File: config.mk
export PLATFORM = sky130hd
export DESIGN_NAME = centered_moving_average
export DESIGN_NICKNAME = d
export VERILOG_FILES = /design/src/rtl/cma_pkg.sv /design/src/rtl/cma_front.sv /design/src/rtl/cma_cmd_queue.sv /design/src/rtl/cma_back.sv /design/src/rtl/centered_moving_average.sv
export SDC_FILE = /design/constraint.sdc
export NUM_CORES = 1
export LEC_CHECK = 0
export ABC_AREA = 1
export BUFFER_PORTS_ARGS = -buffer_cell sky130_fd_sc_hd__buf_2
export CAP_MARGIN = 20
export CORE_MARGIN = 10
export CORE_UTILIZATION = 30
export CTS_BUF_LIST = sky130_fd_sc_hd__clkbuf_4
export DETAILED_ROUTE_END_ITERATION = 12
export GPL_ROUTABILITY_DRIVEN = 0
export SLEW_MARGIN = 20
export SYNTH_ARGS = -nofsm -noshare
export SYNTH_HDL_FRONTEND = slang
export SYNTH_HIERARCHICAL = 1
export SYNTH_SLANG_ARGS = --single-unit
File: constraint.sdc
create_clock -name clk -period 5.9 [get_ports clk]
set_input_delay 0.295 -clock clk [delete_from_list [all_inputs] [get_ports clk]]
set_output_delay 0.295 -clock clk [all_outputs]
set_load 0.01 [all_outputs]
File: src/rtl/cma_pkg.sv
// ----------------------------------------------------------------------------
// cma_pkg
// Shared constants and types of the centered moving average block.
// ----------------------------------------------------------------------------
package cma_pkg;

    localparam int MAX_RADIUS  = 15;
    localparam int SAMPLE_BITS = 16;
    localparam int CFG_BITS    = 4;
    localparam int DEPTH       = 2 * MAX_RADIUS + 1;
    localparam int RAD_BITS    = $clog2(MAX_RADIUS + 1);
    localparam int IDX_BITS    = RAD_BITS + 1;
    localparam int CNT_BITS    = $clog2(DEPTH + 1);
    localparam int DIV_BITS    = $clog2(DEPTH + 1);
    localparam int SUM_BITS    = SAMPLE_BITS + $clog2(DEPTH + 1);
    localparam int STEP_BITS   = $clog2(SUM_BITS);
    localparam int AVG_BITS    = SAMPLE_BITS + 1;
    localparam int QUEUE_DEPTH = 4;
    localparam int QPTR_BITS   = $clog2(QUEUE_DEPTH);

    localparam logic [AVG_BITS-1:0] NEG_ONE = '1;

    // one accepted sample, classified for the back end
    typedef struct packed {
        logic                has_avg;
        logic                neg_first;
        logic [RAD_BITS-1:0] extra;
        logic                last_of_array;
        logic [SUM_BITS-1:0] sum;
        logic [DIV_BITS-1:0] divisor;
    } cmd_t;

    typedef struct packed {
        logic full;
        logic empty;
    } q_status_t;

endpackage

File: src/rtl/cma_front.sv
// ----------------------------------------------------------------------------
// cma_front
// Accepts samples, keeps the sample window and running sum, classifies.
// ----------------------------------------------------------------------------
module cma_front (
    input  logic                           clk,
    input  logic                           rst_n,
    input  logic                           push,
    output logic                           full,
    input  logic [cma_pkg::SAMPLE_BITS-1:0] sample,
    input  logic                           array_end,
    input  logic                           cfg_we,
    input  logic [cma_pkg::CFG_BITS-1:0]   cfg_data,
    input  cma_pkg::q_status_t             q_status,
    output logic                           cmd_push,
    output cma_pkg::cmd_t                  cmd
);
    import cma_pkg::*;

    logic [SAMPLE_BITS-1:0] store_reg [DEPTH];
    logic [SAMPLE_BITS-1:0] store_next [DEPTH];
    logic [SUM_BITS-1:0]    sum_reg, sum_next;
    logic [CNT_BITS-1:0]    seen_reg, seen_next;
    logic [RAD_BITS-1:0]    radius_reg, radius_next;

    logic                   accept;
    logic [IDX_BITS-1:0]    span;
    logic [SAMPLE_BITS-1:0] leaving;
    logic [SUM_BITS:0]      sum_wide;
    logic                   below_k;
    logic                   past_span;
    logic [CNT_BITS-1:0]    tail_cnt;

    assign full      = q_status.full;
    assign accept    = push && !q_status.full;
    assign span      = {radius_reg, 1'b0};
    assign leaving   = store_reg[span];
    assign sum_wide  = {1'b0, sum_reg} + (SUM_BITS + 1)'(sample)
                       - (SUM_BITS + 1)'(leaving);
    assign below_k   = seen_reg < CNT_BITS'(radius_reg);
    assign past_span = seen_reg >= CNT_BITS'(span);
    assign tail_cnt  = seen_reg - CNT_BITS'(radius_reg) + CNT_BITS'(1);

    always_comb
    begin
        cmd.has_avg       = past_span;
        cmd.neg_first     = below_k;
        cmd.last_of_array = array_end;
        cmd.sum           = sum_wide[SUM_BITS-1:0];
        cmd.divisor       = DIV_BITS'(span) + DIV_BITS'(1);
        if (!array_end || below_k)
        begin
            cmd.extra = '0;
        end
        else if (past_span)
        begin
            cmd.extra = radius_reg;
        end
        else
        begin
            cmd.extra = tail_cnt[RAD_BITS-1:0];
        end
        cmd_push = accept && (below_k || past_span || array_end);
    end

    always_comb
    begin
        store_next  = store_reg;
        sum_next    = sum_reg;
        seen_next   = seen_reg;
        radius_next = radius_reg;
        if (cfg_we)
        begin
            // new radius drops the array in progress
            if (int'(cfg_data) > MAX_RADIUS)
            begin
                radius_next = RAD_BITS'(MAX_RADIUS);
            end
            else
            begin
                radius_next = RAD_BITS'(cfg_data);
            end
            for (int n = 0; n < DEPTH; n++)
            begin
                store_next[n] = '0;
            end
            sum_next  = '0;
            seen_next = '0;
        end
        else if (accept)
        begin
            if (array_end)
            begin
                for (int n = 0; n < DEPTH; n++)
                begin
                    store_next[n] = '0;
                end
                sum_next  = '0;
                seen_next = '0;
            end
            else
            begin
                store_next[0] = sample;
                for (int n = 1; n < DEPTH; n++)
                begin
                    store_next[n] = store_reg[n-1];
                end
                sum_next = sum_wide[SUM_BITS-1:0];
                if (seen_reg != CNT_BITS'(DEPTH))
                begin
                    seen_next = seen_reg + CNT_BITS'(1);
                end
            end
        end
    end

    always_ff @(posedge clk or negedge rst_n)
    begin
        if (!rst_n)
        begin
            for (int n = 0; n < DEPTH; n++)
            begin
                store_reg[n] <= '0;
            end
            sum_reg    <= '0;
            seen_reg   <= '0;
            radius_reg <= RAD_BITS'(1);
        end
        else
        begin
            store_reg  <= store_next;
            sum_reg    <= sum_next;
            seen_reg   <= seen_next;
            radius_reg <= radius_next;
        end
    end

endmodule

File: src/rtl/cma_cmd_queue.sv
// ----------------------------------------------------------------------------
// cma_cmd_queue
// Short queue of classified samples between the front and back ends.
// ----------------------------------------------------------------------------
module cma_cmd_queue (
    input  logic               clk,
    input  logic               rst_n,
    input  logic               wr_en,
    input  cma_pkg::cmd_t      wr_cmd,
    input  logic               rd_en,
    output cma_pkg::cmd_t      rd_cmd,
    output cma_pkg::q_status_t status
);
    import cma_pkg::*;

    cmd_t                 entry_reg [QUEUE_DEPTH];
    logic [QPTR_BITS-1:0] wr_ptr_reg, wr_ptr_next;
    logic [QPTR_BITS-1:0] rd_ptr_reg, rd_ptr_next;
    logic [QPTR_BITS:0]   count_reg, count_next;
    logic                 do_wr;
    logic                 do_rd;

    assign status.full  = count_reg == (QPTR_BITS + 1)'(QUEUE_DEPTH);
    assign status.empty = count_reg == '0;
    assign rd_cmd       = entry_reg[rd_ptr_reg];
    assign do_wr        = wr_en && !status.full;
    assign do_rd        = rd_en && !status.empty;

    always_comb
    begin
        wr_ptr_next = do_wr ? wr_ptr_reg + QPTR_BITS'(1) : wr_ptr_reg;
        rd_ptr_next = do_rd ? rd_ptr_reg + QPTR_BITS'(1) : rd_ptr_reg;
        count_next  = count_reg;
        if (do_wr && !do_rd)
        begin
            count_next = count_reg + (QPTR_BITS + 1)'(1);
        end
        else if (do_rd && !do_wr)
        begin
            count_next = count_reg - (QPTR_BITS + 1)'(1);
        end
    end

    always_ff @(posedge clk)
    begin
        if (do_wr)
        begin
            entry_reg[wr_ptr_reg] <= wr_cmd;
        end
    end

    always_ff @(posedge clk or negedge rst_n)
    begin
        if (!rst_n)
        begin
            wr_ptr_reg <= '0;
            rd_ptr_reg <= '0;
            count_reg  <= '0;
        end
        else
        begin
            wr_ptr_reg <= wr_ptr_next;
            rd_ptr_reg <= rd_ptr_next;
            count_reg  <= count_next;
        end
    end

endmodule

File: src/rtl/cma_back.sv
// ----------------------------------------------------------------------------
// cma_back
// Runs the bit-serial divider and emits the results of each command.
// ----------------------------------------------------------------------------
module cma_back (
    input  logic                         clk,
    input  logic                         rst_n,
    input  cma_pkg::q_status_t           q_status,
    input  cma_pkg::cmd_t                head_cmd,
    output logic                         q_pop,
    output logic                         idle,
    output logic                         empty,
    input  logic                         pop,
    output logic signed [cma_pkg::AVG_BITS-1:0] average,
    output logic                         run_last,
    output logic                         array_done
);
    import cma_pkg::*;

    typedef enum logic [2:0] {
        ST_IDLE = 3'b001,
        ST_DIV  = 3'b010,
        ST_EMIT = 3'b100
    } back_state_t;

    back_state_t          state_reg, state_next;
    logic                 has_avg_reg, has_avg_next;
    logic                 head_reg, head_next;
    logic [RAD_BITS-1:0]  extra_reg, extra_next;
    logic                 end_reg, end_next;
    logic [DIV_BITS-1:0]  divisor_reg, divisor_next;
    logic [DIV_BITS-1:0]  rem_reg, rem_next;
    logic [SUM_BITS-1:0]  quo_reg, quo_next;
    logic [STEP_BITS-1:0] step_reg, step_next;
    logic                 out_valid_reg, out_valid_next;
    logic [AVG_BITS-1:0]  avg_reg, avg_next;
    logic                 run_last_reg, run_last_next;
    logic                 done_reg, done_next;

    logic [DIV_BITS:0]    trial;
    logic                 fits;
    logic                 slot_free;
    logic                 last;

    assign trial     = {rem_reg, quo_reg[SUM_BITS-1]};
    assign fits      = trial >= {1'b0, divisor_reg};
    assign slot_free = !out_valid_reg || pop;

    assign empty      = !out_valid_reg;
    assign average    = $signed(avg_reg);
    assign run_last   = run_last_reg;
    assign array_done = done_reg;
    assign idle       = (state_reg == ST_IDLE) && !out_valid_reg;

    always_comb
    begin
        state_next     = state_reg;
        has_avg_next   = has_avg_reg;
        head_next      = head_reg;
        extra_next     = extra_reg;
        end_next       = end_reg;
        divisor_next   = divisor_reg;
        rem_next       = rem_reg;
        quo_next       = quo_reg;
        step_next      = step_reg;
        out_valid_next = out_valid_reg && !pop;
        avg_next       = avg_reg;
        run_last_next  = run_last_reg;
        done_next      = done_reg;
        q_pop          = 1'b0;
        last           = 1'b0;
        case (state_reg)
            ST_IDLE:
            begin
                if (!q_status.empty)
                begin
                    q_pop        = 1'b1;
                    has_avg_next = head_cmd.has_avg;
                    head_next    = head_cmd.has_avg || head_cmd.neg_first;
                    extra_next   = head_cmd.extra;
                    end_next     = head_cmd.last_of_array;
                    divisor_next = head_cmd.divisor;
                    rem_next     = '0;
                    quo_next     = head_cmd.sum;
                    step_next    = STEP_BITS'(SUM_BITS - 1);
                    state_next   = head_cmd.has_avg ? ST_DIV : ST_EMIT;
                end
            end
            ST_DIV:
            begin
                // one quotient bit per cycle, restoring
                if (fits)
                begin
                    rem_next = DIV_BITS'(trial - {1'b0, divisor_reg});
                end
                else
                begin
                    rem_next = trial[DIV_BITS-1:0];
                end
                quo_next = {quo_reg[SUM_BITS-2:0], fits};
                if (step_reg == '0)
                begin
                    state_next = ST_EMIT;
                end
                else
                begin
                    step_next = step_reg - STEP_BITS'(1);
                end
            end
            ST_EMIT:
            begin
                if (slot_free)
                begin
                    out_valid_next = 1'b1;
                    if (head_reg)
                    begin
                        avg_next  = has_avg_reg ? {1'b0, quo_reg[SAMPLE_BITS-1:0]} : NEG_ONE;
                        head_next = 1'b0;
                        last      = extra_reg == '0;
                    end
                    else
                    begin
                        avg_next   = NEG_ONE;
                        extra_next = extra_reg - RAD_BITS'(1);
                        last       = extra_reg == RAD_BITS'(1);
                    end
                    run_last_next = last;
                    done_next     = last && end_reg;
                    if (last)
                    begin
                        state_next = ST_IDLE;
                    end
                end
            end
            default:
            begin
                state_next = ST_IDLE;
            end
        endcase
    end

    always_ff @(posedge clk)
    begin
        has_avg_reg  <= has_avg_next;
        head_reg     <= head_next;
        extra_reg    <= extra_next;
        end_reg      <= end_next;
        divisor_reg  <= divisor_next;
        rem_reg      <= rem_next;
        quo_reg      <= quo_next;
        step_reg     <= step_next;
        avg_reg      <= avg_next;
        run_last_reg <= run_last_next;
        done_reg     <= done_next;
    end

    always_ff @(posedge clk or negedge rst_n)
    begin
        if (!rst_n)
        begin
            state_reg     <= ST_IDLE;
            out_valid_reg <= 1'b0;
        end
        else
        begin
            state_reg     <= state_next;
            out_valid_reg <= out_valid_next;
        end
    end

endmodule

File: src/rtl/centered_moving_average.sv
// ----------------------------------------------------------------------------
// centered_moving_average
// Truncated mean of the 2k+1 samples centered on each array index.
// ----------------------------------------------------------------------------
// Input side is a queue write port: a sample and its array_end flag transfer
// when push is high and full is low. Results come out of a queue read port:
// average, run_last and array_done are valid while empty is low and transfer
// when pop is high. average is -1 where the window does not fit the array.
// The radius register is written over cfg_valid/cfg_ready; ready is high only
// when no work is in flight. A write also drops the array in progress.
// A result passes through the command queue, the back-end registers and
// the output registers; a mean also goes through the bit-serial divider
// (one bit per cycle over the 21-bit window sum). Samples transfer one per
// cycle while the 4-entry command queue has room; samples that give no
// result take no entry. The back end returns to idle after the results of
// one sample, before it takes the next; the -1 results of one sample leave
// one per cycle while pop is high. Reset sets radius to 1 and clears the
// window, sum and sample count. When the receiver stalls, the result holds
// on the ports, the back end waits, the queue fills and full rises.
// ----------------------------------------------------------------------------
module centered_moving_average (
    input  logic                            clk,
    input  logic                            rst_n,
    input  logic                            push,
    output logic                            full,
    input  logic [cma_pkg::SAMPLE_BITS-1:0] sample,
    input  logic                            array_end,
    output logic                            empty,
    input  logic                            pop,
    output logic signed [cma_pkg::AVG_BITS-1:0] average,
    output logic                            run_last,
    output logic                            array_done,
    input  logic                            cfg_valid,
    output logic                            cfg_ready,
    input  logic [cma_pkg::CFG_BITS-1:0]    radius
);
    import cma_pkg::*;

    q_status_t q_status;
    cmd_t      wr_cmd;
    cmd_t      head_cmd;
    logic      cmd_push;
    logic      q_pop;
    logic      back_idle;
    logic      cfg_we;

    assign cfg_ready = q_status.empty && back_idle;
    assign cfg_we    = cfg_valid && cfg_ready;

    cma_front u_front (
        .clk       (clk),
        .rst_n     (rst_n),
        .push      (push),
        .full      (full),
        .sample    (sample),
        .array_end (array_end),
        .cfg_we    (cfg_we),
        .cfg_data  (radius),
        .q_status  (q_status),
        .cmd_push  (cmd_push),
        .cmd       (wr_cmd)
    );

    cma_cmd_queue u_queue (
        .clk    (clk),
        .rst_n  (rst_n),
        .wr_en  (cmd_push),
        .wr_cmd (wr_cmd),
        .rd_en  (q_pop),
        .rd_cmd (head_cmd),
        .status (q_status)
    );

    cma_back u_back (
        .clk        (clk),
        .rst_n      (rst_n),
        .q_status   (q_status),
        .head_cmd   (head_cmd),
        .q_pop      (q_pop),
        .idle       (back_idle),
        .empty      (empty),
        .pop        (pop),
        .average    (average),
        .run_last   (run_last),
        .array_done (array_done)
    );

endmodule

-- Yosys cells after proc, flatten, opt, wreduce, memory -nomap -nowiden
Memory sizes are Yosys's and may differ from the RTL's.
Cells that the tools add are included.
- input bits: 26
- memories kept: 1
- register bits after elaboration: 599
- bits in writable memories: 132
- memory list (name ; depth ; width ; read ports ; clocked after memory_dff ; wr ports ; line ; text):
    u_queue.entry_reg ; 4 ; 33 ; 1 ; 0 ; 1 ; cma_cmd_queue.sv:16 ; cmd_t entry_reg [QUEUE_DEPTH];
- magnitude comparators: 4
- eq/ne operators: 12
- reduce and logical (&&, ||, !) cells: 40
- $add $sub $neg: 13
- multiplexer cells: 48
- bitwise logic cells: 2
- operators with widths (operator ; number):
    496-bit 2-to-1 mux ; 3
    21-bit 2-to-1 mux ; 4
    16-bit binary-select mux with 5-bit select ; 1
    21-bit one-hot mux with 2 select lines ; 1
    5-bit 2-to-1 mux ; 8
    16-bit 2-to-1 mux ; 2
    21-bit by 16-bit adder with 21-bit output ; 1
    3-bit 2-to-1 mux ; 7
    21-bit by 16-bit subtractor with 21-bit output ; 1
    4-bit 2-to-1 mux ; 5
    5-bit one-hot mux with 2 select lines ; 2
    17-bit 2-to-1 mux ; 1
    1-bit logical AND ; 11
    1-bit 2-to-1 mux ; 11
    5-bit by 1-bit adder with 5-bit output (second input constant) ; 2
    2-bit AND reduction ; 5
    3-bit one-hot mux with 3 select lines ; 1
    4-bit one-hot mux with 2 select lines ; 1
    4-bit AND reduction ; 2
    2-bit nonzero test ; 4
    1-bit zero test ; 7
    3-bit == test (second input constant) ; 2
    6-bit by 5-bit greater-or-equal comparator with 1-bit output ; 1
    6-bit greater-or-equal comparator (second input constant) ; 1
    other kinds (25) ; 35

-- Logic depth before layout (Yosys ltp)
Gate-level depths: netlist of run 1.
- depth after elaboration: 9
- mapped depth: 22
- depth with buffers taken out: 20

-- Modules after synthesis
The synthesis of run 1 kept the hierarchy.
- by module, submodules not included (module ; seq. area each (µm²) ; area an instance (µm²) ; instances ; cells each):
    cma_front ; 13163.9 ; 25525.7 ; 1 ; 2540
    cma_cmd_queue ; 4139.0 ; 5861.9 ; 1 ; 446
    cma_back ; 1963.1 ; 3120.5 ; 1 ; 297
    centered_moving_average ; 0.0 ; 17.5 ; 1 ; 4

-- Worst setup path after synthesis of run 1
No wires, ideal clock.
- kind: flip-flop to flip-flop
- from: register u_front.radius_reg[3]
- to: memory u_queue/entry_reg[0][0] (netlist bit) (enable)
- required time: 5477 ps
- cell stages (with the launch flop): 11
- arrival: 3482 ps
- path buffers: 2
- setup slack: 1995 ps
- cells stage by stage: dfrtp_1 > buf_2 > clkinv_1 > clkbuf_1 > ha_1 > nand2_1 > nand2_1 > a31o_2 > a31oi_1 > nand2_1 > nor2_1
- word-level cells in the longest chain between the ends: 7
- ends and longest elaborated chain (what ; line ; text):
    start, declared ; cma_front.sv:24 ; logic [RAD_BITS-1:0] radius_reg, radius_next;
    start signal, assigned ; cma_front.sv:134 ; radius_reg <= radius_next;
    5-bit by 4-bit less-than comparator with 1-bit output or 5-bit greater-or-equal comparator (tied branches) ; cma_front.sv:40, cma_front.sv:41 ;
    1-bit logical OR * (2 in series) ; cma_front.sv:63 ; cmd_push = accept && (below_k || past_span || array_end);
    1-bit logical AND * ; cma_front.sv:63 ;
    net cmd_push ; centered_moving_average.sv:42 ; logic cmd_push;
    1-bit logical AND * ; cma_cmd_queue.sv:26 ; assign do_wr = wr_en && !status.full;
    1-bit 2-to-1 mux * ; cma_cmd_queue.sv:46 ; if (do_wr)
    1-bit 2-to-1 mux (implied by the code) * ; cma_cmd_queue.sv:48 ; entry_reg[wr_ptr_reg] <= wr_cmd;
    end, declared ; cma_cmd_queue.sv:16 ;
The timed path passes the listed nets; every way through them passes the cells marked *.

==> run metrics, run 1 <==
CTS tree=built; Crit path arrival time=5.38 ns; vias per cell=4.55; TritonCTS Buffers=187; run status=complete, no violations; Crit Reg-Reg Endpoint=u_queue/entry_reg[2][14]; placed cells=4,678; full die area=129,000 sq um; worst reg-to-reg setup slack=1.27 ns; max reg flops=496; max-slew violation count=0; clk_lat worst skew=1.06 ns; Overall Global Routing Usage=11.2%; cell with the most instances after synthesis=inv_1; Async SR Flop Fraction=73.5%; Hold Worst Slack=0.147 ns; Root Driver=clkbuf_4; DRC viols=0; Iter 0 DRT Violations=1,641; total grt overflow=0; Net Count, Synth=3,380; Final ANT Viol Nets=0; Post-synth EDFFs=194; Syn Inst Count=3,287; cts hold-fix bufs=35; Final min period=4.63 ns; endpoints failing setup=0; crit path from=u_front/radius_reg[1]; DR pass1 iterations=5; num ports=48; H-tree depth=4; initial core utilization=30.2%; placed cell areas=35,800 sq um; core box area=114,000 sq um; Clock Tree Buf Depth=3; Worst Setup End Kind=flop; Synth top cells by count=735 x inv_1, 535 x dfrtp_1, 371 x nand2_1; Worst Path Required=6.65 ns; layout cell share with drive strength beyond 1=21.7%; CP Max Fanout=40; Die Wd=359 microns; clock sink count=731; Clock transition at path regs=0.07 ns; Synth cell types=49; Non-Filler Instances=5,045; synthesized flop and latch total=731; row cnt=124; Finished Core Util=33.8%; pin count of the biggest net entering global routing=155; worst min path class=input pin to flop; Routed wire per std cell=14.7 microns; Leak Pwr=16.2 nW; Max Fclk=0.216 GHz; synthesized area per cell=10.5 sq um; RSZ-0062 raised after global routing=false; register area share after synthesis=55.8%; ys flop type=dfrtp_1; Worst Reg-to-Reg Cells=16; critical path class=flop to flop; via count=22,900; worst vdd ir=0.338 mV; Slew @ Worst Pin=1.04 ns; Port Buffer Count=47; vias in the first global route=22,600; Post-Syn Area=34,500 sq um; post-route cell area=38,600 sq um; accumulated negative setup slack=0 ns; Max-cap violations=0; largest cells by area after synthesis=dfrtp_1 39%, edfxtp_1 17%, o22ai_2 11%; initial antenna violation count=2; Critical Path End=u_queue/entry_reg[2][14]; element type at the critical path start=flop; WL final=73.9 mm; area leader, netlist=dfrtp_1; post-CTS sizing=0; Die Span Y=359 microns; first-pass GRT wire length=120 mm; Filler cells=11,500; Synth top area share=38.8%; Final period util=78.6%; Critical R2R Launch=u_front/radius_reg[1]; Post-CTS Setup Repair Bufs=0; pwr/cell area=525 nW/um^2; Clock Skews=0.0844 ns; synth-to-layout area growth=11.8%; hpwl dp=42.7 mm; Worst slew margin=30.9%; Final Hold Vio Count=0; NumNets Final=3,483; synth warn=6
stage by stage:
stage / power [W] / setup slack [ns]
floorplan: 0.0136 / 2.00
global placement: 0.0159 / 1.36
detailed placement: 0.0159 / 1.39
CTS: 0.0204 / 1.33
global route: 0.0219 / 0.959
finish: 0.0203 / 1.27
cell type report:
class / count / area (sq um) / share of cell area [%]
clock inverter: 35 / 200 / 0.518
antenna: 6 / 15.0 / 0.0389
timing repair buffer: 113 / 996 / 2.58
inverter: 751 / 2840 / 7.35
sequential: 731 / 19300 / 49.9
multi-input combinational: 1606 / 11200 / 29.0
tap: 1512 / 1890 / 4.90
clock buffer: 291 / 2180 / 5.66
worst max-delay path, stage by stage, from the launching register on:
cell	delay (ns)
dfrtp_4	0.62
clkinv_2	0.73
buf_4	0.54
a21oi_1	0.17
o21ai_0	0.10
nand3_1	0.11
nand3_1	0.14
nand2_1	0.12
fa_1	0.40
inv_1	0.06
ha_1	0.27
nand2_1	0.12
inv_1	0.05
a21oi_1	0.20
nand3_1	0.14
or2_2	0.30
and2_1	0.20
report_power, final:
| part | total [W] | leakage, nW | switching, W | internal [W] |
|---|---|---|---|---|
| logic | 0.00874 | 5.55 | 0.00616 | 0.00258 |
| registers | 0.00721 | 9.20 | 0.000368 | 0.00684 |
| clock network | 0.00432 | 1.43 | 0.00205 | 0.00227 |
kinds of logic (layout without fill, tap and decap cells):
kind of cell	Yosys count	after routing	share of synthesized area [%]
AOI/OAI and AO/OA	909	909	21.5
xor gates and xnor gates	15	15	0.381
adders and majority gates	67	67	2.84
buffers and inverters	950	1190	11.8
DFF	731	731	55.8
other	1	7	0.0109
and+or+nand+nor	614	614	7.68
layer usage:
metal	wire (microns)	vias to the layer above	GRT usage (%)
met5	0	-	0
met4	1640	0	4.20
met3	3550	118	2.49
met2	32400	472	16.7
met1	36400	11100	15.6
li1	-	11300	-
layout by cell type (no fill, tap or decap), types with 4 or more instances in the layout:
cell,netlist,routed
diode_2,0,6
nand2_1,371,371
nor2_4,3,5
o211ai_1,34,34
clkinvlp_4,0,4
nor2_2,3,5
clkbuf_4,0,291
and2_1,14,14
inv_4,2,4
buf_12,0,12
nor2_1,51,47
fa_1,19,19
inv_1,735,734
ha_1,48,48
nand3_1,147,147
inv_2,12,13
nand4_1,6,6
o21ai_1,16,16
xor2_1,7,7
buf_4,9,19
edfxtp_1,194,194
nand2_2,5,4
dfrtp_1,535,533
buf_2,114,46
dlygate4sd3_1,0,34
nand3b_1,5,5
o21bai_1,5,5
a21oi_1,154,153
o211ai_2,33,33
clkinv_1,2,21
o22ai_1,184,184
xnor2_1,8,8
o22ai_2,300,300
o21ai_0,174,173
worst min path at each step:
stage                          from                     end  slack [ns]  cells after the start
after CTS                 sample[1]  u_front/store_reg[481]        0.03                      4
after global placement        rst_n  u_front/store_reg[246]        0.32                      1
after floorplan               rst_n    u_back/out_valid_reg     -0.0006                      0
after global routing      sample[3]  u_front/store_reg[483]        0.11                      4
final                     sample[1]  u_front/store_reg[481]        0.15                      4
after detailed placement      rst_n  u_front/store_reg[246]        0.33                      1
Note: power is estimated with default switching activity, not from simulation.
==> run 2, diff against run 1 <==
- clock period: 5.9 -> 4.2 ns (I/O delays scaled with it)
==> run metrics, run 2 (same netlist as run 1, synthesis figures left out) <==
accumulated negative setup slack=0 ns; clock sink count=731; worst vdd ir=0.525 mV; endpoints failing setup=0; H-tree depth=4; Port Buffer Count=47; vias in the first global route=22,700; Clock Tree Buf Depth=3; max-slew violation count=0; num ports=48; Post-CTS Setup Repair Bufs=0; worst min path class=input pin to flop; critical path class=flop to flop; Crit path arrival time=4.60 ns; Final Hold Vio Count=0; via count=23,000; Clock transition at path regs=0.07 ns; Finished Core Util=34.3%; WL final=74.4 mm; Worst Path Required=4.94 ns; DR pass1 iterations=5; Routed wire per std cell=14.6 microns; TritonCTS Buffers=186; Reg area=19,300 sq um; Max-cap violations=0; initial core utilization=30.2%; Overall Global Routing Usage=11.3%; Max Fclk=0.259 GHz; pwr/cell area=748 nW/um^2; most frequent cells in the layout=734 x inv_1, 533 x dfrtp_1, 371 x nand2_1, 300 x o22ai_2, 281 x clkbuf_4; Root Driver=clkbuf_4; core box area=114,000 sq um; row cnt=124; CTS tree=built; DRC viols=0; Iter 0 DRT Violations=1,736; element type at the critical path start=flop; commonest non-fill, non-tap cell in the layout=inv_1; Final min period=3.86 ns; NumNets Final=3,537; max reg flops=496; clk_lat worst skew=1.09 ns; run status=complete, no violations; pin count of the biggest net entering global routing=105; Slew @ Worst Pin=1.07 ns; first-pass GRT wire length=121 mm; Filler cells=11,500; synth-to-layout area growth=13.6%; total grt overflow=0; Worst slew margin=28.6%; CP Max Fanout=29; Multi-input gate area=11,200 sq um; Final period util=91.8%; layout cell share with drive strength beyond 1=22.4%; Die Wd=359 microns; Clock Skews=0.0877 ns; RSZ-0062 raised after global routing=false; total power draw=0.0293 W; Final ANT Viol Nets=0; Worst Setup End Kind=flop; Die Span Y=359 microns; full die area=129,000 sq um; hpwl dp=45.7 mm; initial antenna violation count=2; Leak Pwr=16.5 nW; vias per cell=4.52
[run 2: cell count changes in the layout (fill, tap and decap cells not counted), sizes merged]
| cell | previous run | this run |
|---|---|---|
| inv | 754 | 758 |
| clkinv | 27 | 30 |
| diode | 6 | 7 |
| bufinv | 1 | 2 |
| clkbuf | 291 | 281 |
| buf | 79 | 126 |
| dlygate4sd3 | 34 | 42 |
| clkinvlp | 4 | 0 |
[run 2: worst paths after layout]
check,startpoint,slack (ns),cells after the start,end
min reg2reg,u_front/store_reg[348],0.44,2,u_front/store_reg[332]
max reg2reg,u_front/radius_reg[0],0.34,17,u_queue/entry_reg[0][19]
max in group asynchronous,rst_n,3.22,4,u_front/store_reg[315]
min in group asynchronous,rst_n,0.38,4,u_front/store_reg[59]
min,sample[15],0.13,4,u_front/store_reg[495]
max,u_front/radius_reg[0],0.34,17,u_queue/entry_reg[0][19]
[run 2: what timing repair did]
item / 4_1_cts / 5_1_grt
resized for setup: 0 / 1
hold buffers: 43 / 0
hold endpoints to repair: 639 / 0
endpoints found under the setup margin: 0 / 1
[run 2: layer usage]
metal / track usage [%] / up-vias / routed length, microns
li1: - / 11400 / -
met1: 16.2 / 11100 / 37500
met2: 16.6 / 434 / 32500
met3: 2.53 / 96 / 3320
met4: 3.61 / 0 / 1070
met5: 0 / - / 0
[run 2: power by group]
group          internal [W]  switching [W]
combinational       0.00429        0.00897
sequential          0.00960       0.000393
clock               0.00318        0.00290
[run 2: worst max-delay path, stage by stage, from the launching register on]
cell and delay (ns):
dfstp_4 0.68, inv_6 0.12, buf_4 0.25, buf_4 0.16, o21ai_0 0.19, nand3_1 0.10, nand3_1 0.08, nand2_1 0.09
fa_1 0.48, inv_1 0.04, ha_1 0.35, nand2_1 0.14, inv_1 0.05, a21oi_1 0.23, inv_1 0.07, a21oi_1 0.18
nand3_1 0.11, and2_1 0.24
[run 2: stage by stage]
stage	hold slack [ns]	cells	setup WS, ns	area, sq um
final	0.128	5095	0.342	39200
after global routing	0.0301	5095	0.0660	39200
after global placement	0.328	4725	0.403	36400
after floorplan	-0.0856	3287	0.295	34500
after detailed placement	0.328	4725	0.384	36400
after CTS	0.00996	5088	0.343	39200
[run 2: final cells by class]
class,instances,area share (%)
Multi-Input combinational cell,1606,28.6
Timing Repair Buffer,168,4.12
Antenna cell,7,0.0446
Clock inverter,39,0.689
Inverter,751,7.24
Sequential cell,731,49.1
Tap cell,1512,4.82
Clock buffer,281,5.38
